===== src/design/mpm_pkg.sv =====
// Package: shared types, constants and request codes for the pattern matcher.
`default_nettype none
package mpm_pkg;
	localparam int MAX_RULES_D    = 16;
	localparam int MAX_FRAGS_D    = 4;
	localparam int MAX_FRAG_LEN_D = 16;

	typedef enum logic [1:0] {
		REQ_SUBJECT = 2'd0,
		REQ_HEADER  = 2'd1,
		REQ_PATTERN = 2'd2,
		REQ_LENGTH  = 2'd3
	} req_type_t;

	typedef struct packed {
		logic [1:0]  req_type;
		logic [3:0]  rule_index;
		logic [1:0]  frag_index;
		logic [3:0]  byte_pos;
		logic [7:0]  byte_value;
		logic [4:0]  frag_length;
		logic [7:0]  rule_score;
		logic [7:0]  rule_status;
		logic [2:0]  frag_count;
		logic [15:0] rule_tag;
		logic        last_byte;
	} in_item_t;

	typedef struct packed {
		logic        hit;
		logic [3:0]  hit_rule;
		logic [15:0] hit_tag;
		logic [7:0]  hit_score;
		logic [7:0]  hit_status;
	} out_item_t;

	// Subject byte with valid and last flags.
	typedef struct packed {
		logic       valid;
		logic       last;
		logic [7:0] data;
	} sbyte_t;
endpackage
`default_nettype wire


===== src/design/mpm_cell.sv =====
// Cell: one window tap plus the pattern bytes of every fragment at that offset.
`default_nettype none
module mpm_cell import mpm_pkg::*; #(
	parameter int NSLOT = 64
) (
	input  wire logic               clk,
	input  wire logic               arst_n,
	input  wire logic               wr_en,
	input  wire logic [$clog2(NSLOT > 1 ? NSLOT : 2)-1:0] wr_slot,
	input  wire logic [7:0]         wr_data,
	input  wire logic               shift,
	input  wire logic               clear,
	input  wire logic [7:0]         din,
	output logic [7:0]              dout,
	output logic [NSLOT-1:0][7:0]   pat
);
	logic [7:0] win_q;
	logic [NSLOT-1:0][7:0] pat_q;

	// Advance the window by one byte; drop it after the last byte.
	always_ff @(posedge clk or negedge arst_n) begin
		if (!arst_n) begin
			win_q <= '0;
		end else if (clear) begin
			win_q <= '0;
		end else if (shift) begin
			win_q <= din;
		end
	end

	// Hold pattern bytes of this offset.
	always_ff @(posedge clk) begin
		if (wr_en) begin
			pat_q[wr_slot] <= wr_data;
		end
	end

	assign dout = win_q;
	assign pat  = pat_q;
endmodule
`default_nettype wire


===== config.mk =====
export PLATFORM = sky130hd
export DESIGN_NAME = mpm_cell
export DESIGN_NICKNAME = d
export VERILOG_FILES = /design/src/design/mpm_pkg.sv /design/src/design/mpm_cell.sv
export SDC_FILE = /design/constraint.sdc
export NUM_CORES = 1
export LEC_CHECK = 0
export ABC_AREA = 1
export BUFFER_PORTS_ARGS = -buffer_cell sky130_fd_sc_hd__buf_2
export CAP_MARGIN = 10
export CORE_AREA = 2 2 212 214
export CTS_BUF_LIST = sky130_fd_sc_hd__clkbuf_8
export DETAILED_ROUTE_END_ITERATION = 10
export DIE_AREA = 0 0 214 216
export SYNTH_ARGS = -nofsm -noshare
export SYNTH_HDL_FRONTEND = slang
export SYNTH_SLANG_ARGS = --single-unit

===== constraint.sdc =====
create_clock -name clk -period 1.41 [get_ports clk]
set_clock_uncertainty 0.2 [all_clocks]
set_input_delay 0.2115 -clock clk [delete_from_list [all_inputs] [get_ports clk]]
set_output_delay 0.2115 -clock clk [all_outputs]
set_load 0.005 [all_outputs]

==> results.txt <==
The run gives 922.5 uV as the worst supply voltage drop on vdd. Number of buffers created by CTS: 82. The run finished, with violations left.

In the routed design, unresolved DRC markers number 0. The logs give 0.08238 ns for the worst-case hold slack and 0 for the total number of yosys warnings. For this run, the post-layout net count is 1442. The peak clock frequency supported by timing was 597.0 MHz; the hold violation total from the final report was 0.

The number of cells produced by synthesis is 655, and the average routed wire per standard cell is 22.57 um. The number of sinks handled by clock tree synthesis was 520; the critical path buffer and inverter count was 1. The tools report the nature of the critical path endpoint as an output port.

The tools report the aggregate global routing overflow as 0. A synthesized cell averages 24.65 um2. Overall via count from detail_route: 9392. The area growth from synthesis to layout was 38.61%; the combined area of all synthesized cells was 16150 um2.

The max-cap check violation count came out at 0. In this run the static leakage power is 8.652 nW. The register-to-register path setup slack is 0.45 ns.

The maximum single-stage delay on the critical path is 0.46 ns, and the ratio of total power to cell area is 1313 nW/um2. After floorplanning, the core was sized to cover 43840 um2. The checks that failed: negative setup slack.

The initial antenna violation count is 2. Routability-driven placement finished with a final weighted congestion of 0.7781. The number of pins exceeding their max-slew limit in the final report is 0, and the period utilization is 118.8%. In this run the remaining antenna-violating nets after routing total 0.

The area of the die was 46220 um2; the complex-gate fraction of the synthesized area was 0%. The count of buffers added on input and output ports is 546. The die is 216 um tall. Registers take 15570 um2. Root buffer selected by CTS: clkbuf_8. After legalization and detailed placement, the total HPWL measured 30.92 mm.

The overall fraction of global-route tracks in use was 19.85%. At the placement stage, the worst setup path has a slack of -0.3164 ns. Setup violations remaining at the end of the flow were counted as 520. Setup repair after global routing could not meet its margin everywhere. The width of the die is 214 um, and the fraction of synthesized area in multiplexers is 0%. By area, the combinational part of the netlist is dominated by simple AND/OR/NAND/NOR gates. The kind of cell with the highest combined delay along the critical path is flip-flops. The worst-skew pair later-pin latency is 0.64 ns, and the starting DRC count in detailed routing is 653. The clock passes through at most 3 buffers. Cells with a size suffix above 1 make up 52.00% of the layout. For this design the top-level I/O count stands at 547.

The starting density of the core is 36.83%, and the number of filler instances in the final layout is 3550. Data on the critical path arrives at its endpoint at 1.26 ns. The required arrival time at the worst endpoint came out at 1.00 ns. The average via count per standard cell is 4.537, and the fraction of synthesized cell area in xor and xnor cells is 0%. The run gives 539.3 um2 as the combined area of the multi-input logic cells. The number of global-route vias before repair is 9703. The critical path is of the reg -> out type.

Summed over all layers, the routed wires come to 46.72 mm. The run gives 3 as the level count of the clock H-tree. The first global-routing pass estimated 66.04 mm of wire. After clock tree synthesis, the clock-pin slew on the worst setup and hold paths is 0.07 ns. The final total negative setup slack was -73.92 ns. Counting tap cells, the placed design contains a total of 1890 instances. The count of cells in the finished layout, fillers not included, comes to 2070. Of the synthesized area, sequential elements account for 96.47%. The maximum number of pins on one net before global-route repair came out at 65.

The synthesized netlist devotes 0% of its cell area to adder and majority cells. The final critical-path required period is 1.675 ns. The overall power consumption was 0.02939 W; the top fanout value on the critical path was 1.

The unique cell type count in the Yosys netlist is 12. The run gives 63.03% as the max-slew headroom at the worst pin. The first detailed-routing pass ran for 5 iterations. The slew of the pin with the lowest slew margin was 0.5524 ns.

The critical path goes through buf_2. The worst hold path belongs to the class in -> reg. The simple-gate portion of the synthesized area works out to 3.154%. On the critical path, the stage with the largest delay is an instance of edfxtp_1. The tools report the startpoint class of the critical path as a flop. The logs give -0.2651 ns for the final worst slack and 77 for the site row count.

The flop and latch count out of synthesis came out at 520. The number of nets in the synthesized netlist is 682. TritonCTS built the clock tree.
timing repair:
action | 4_1_cts | 5_1_grt
pin swaps | 0 | 0
hold endpoints to repair | 536 | 0
buffers inserted | 0 | 3
endpoints found under the setup margin | 520 | 522
hold buffers | 30 | 0
resized for setup | 0 | 3
cells in the final DEF, fill, tap and decap left out, types with 2 or more instances in the layout:
master / netlist / layout
buf_6: 0 / 2
buf_12: 0 / 15
clkbuf_8: 0 / 89
clkinv_1: 0 / 16
buf_2: 4 / 544
edfxtp_1: 512 / 512
nand3_1: 19 / 18
dlygate4sd3_1: 0 / 30
clkinvlp_4: 0 / 2
nor2_4: 1 / 2
buf_4: 1 / 90
nand2_1: 26 / 26
inv_2: 1 / 2
nor2_1: 67 / 59
nand4_1: 7 / 7
nor2_2: 0 / 7
dfrtp_1: 8 / 8
inv_1: 8 / 33
nand3_2: 1 / 2
clkinv_2: 0 / 12
worst min-delay path, delay by kind of cell:
| family | cells | cell delay, ns |
|---|---|---|
| and+or+nand+nor | 2 | 0.20 |
| buffers and inverters | 2 | 0.34 |
layout make-up:
type | instances | share of cell area [%]
Multi-Input combinational cell | 121 | 2.410
Clock inverter | 57 | 1.079
Timing Repair Buffer | 681 | 17.97
Tap cell | 592 | 3.310
Sequential cell | 520 | 69.60
Inverter | 9 | 0.1510
Clock buffer | 89 | 5.474
Antenna cell | 1 | 0.01118
logic make-up (layout without fill, tap and decap cells):
family / after synthesis / after routing
buffers and inverters: 14 / 836
AND/OR/NAND/NOR: 121 / 121
other: 0 / 1
flip-flops: 520 / 520
report_power, final:
| group | switching, W | internal (W) |
|---|---|---|
| Combinational | 0.000571 | 0.000280 |
| Clock | 0.00561 | 0.00580 |
| Sequential | 0.0000326 | 0.0171 |
| Total | 0.00622 | 0.0232 |
synthesized netlist by cell type:
cell type	instances	area, um2
edfxtp_1	512	15370
nor2_1	67	251.5
nand2_1	26	97.59
nand3_1	19	95.09
dfrtp_1	8	200.2
inv_1	8	30.03
nand4_1	7	43.79
buf_2	4	20.02
buf_4	1	7.510
inv_2	1	3.750
nand3_2	1	10.01
nor2_4	1	11.26
state kept, by name, indices dropped and copies added, names as in the netlist:
name	flops
pat	512
dout	8
worst paths after layout:
| path | start | to | depth (start not counted) |
|---|---|---|---|
| min in group asynchronous | arst_n | dout[4]$_DFFE_PN0P_ | 3 |
| max in group asynchronous | arst_n | dout[3]$_DFFE_PN0P_ | 3 |
| max | pat[321]$_DFFE_PP_ | pat[321] | 1 |
| max reg2reg | dout[5]$_DFFE_PN0P_ | dout[5]$_DFFE_PN0P_ | 3 |
| min | wr_slot[2] | pat[35]$_DFFE_PP_ | 4 |
| min reg2reg | dout[4]$_DFFE_PN0P_ | dout[4]$_DFFE_PN0P_ | 2 |
layer usage:
layer  routed length (um)  up-vias  global-route usage [%]
li1                     -     4095                       -
met1                18080     4721                   23.81
met2                23160      495                   32.69
met3                 4363       79                   7.414
met4                 1108        2                   7.599
met5                   13        -                       0
through the flow:
| step | instance area, um2 | utilization [%] |
|---|---|---|
| 2_1_floorplan | 16180 | - |
| 3_3_place_gp | 20570 | 46.94 |
| 3_5_place_dp | 20570 | 46.94 |
| 4_1_cts | 22340 | 50.97 |
| 5_1_grt | 22380 | 51.05 |
| 6_report | 22380 | 51.05 |
Note: power is estimated with default switching activity, not from simulation.
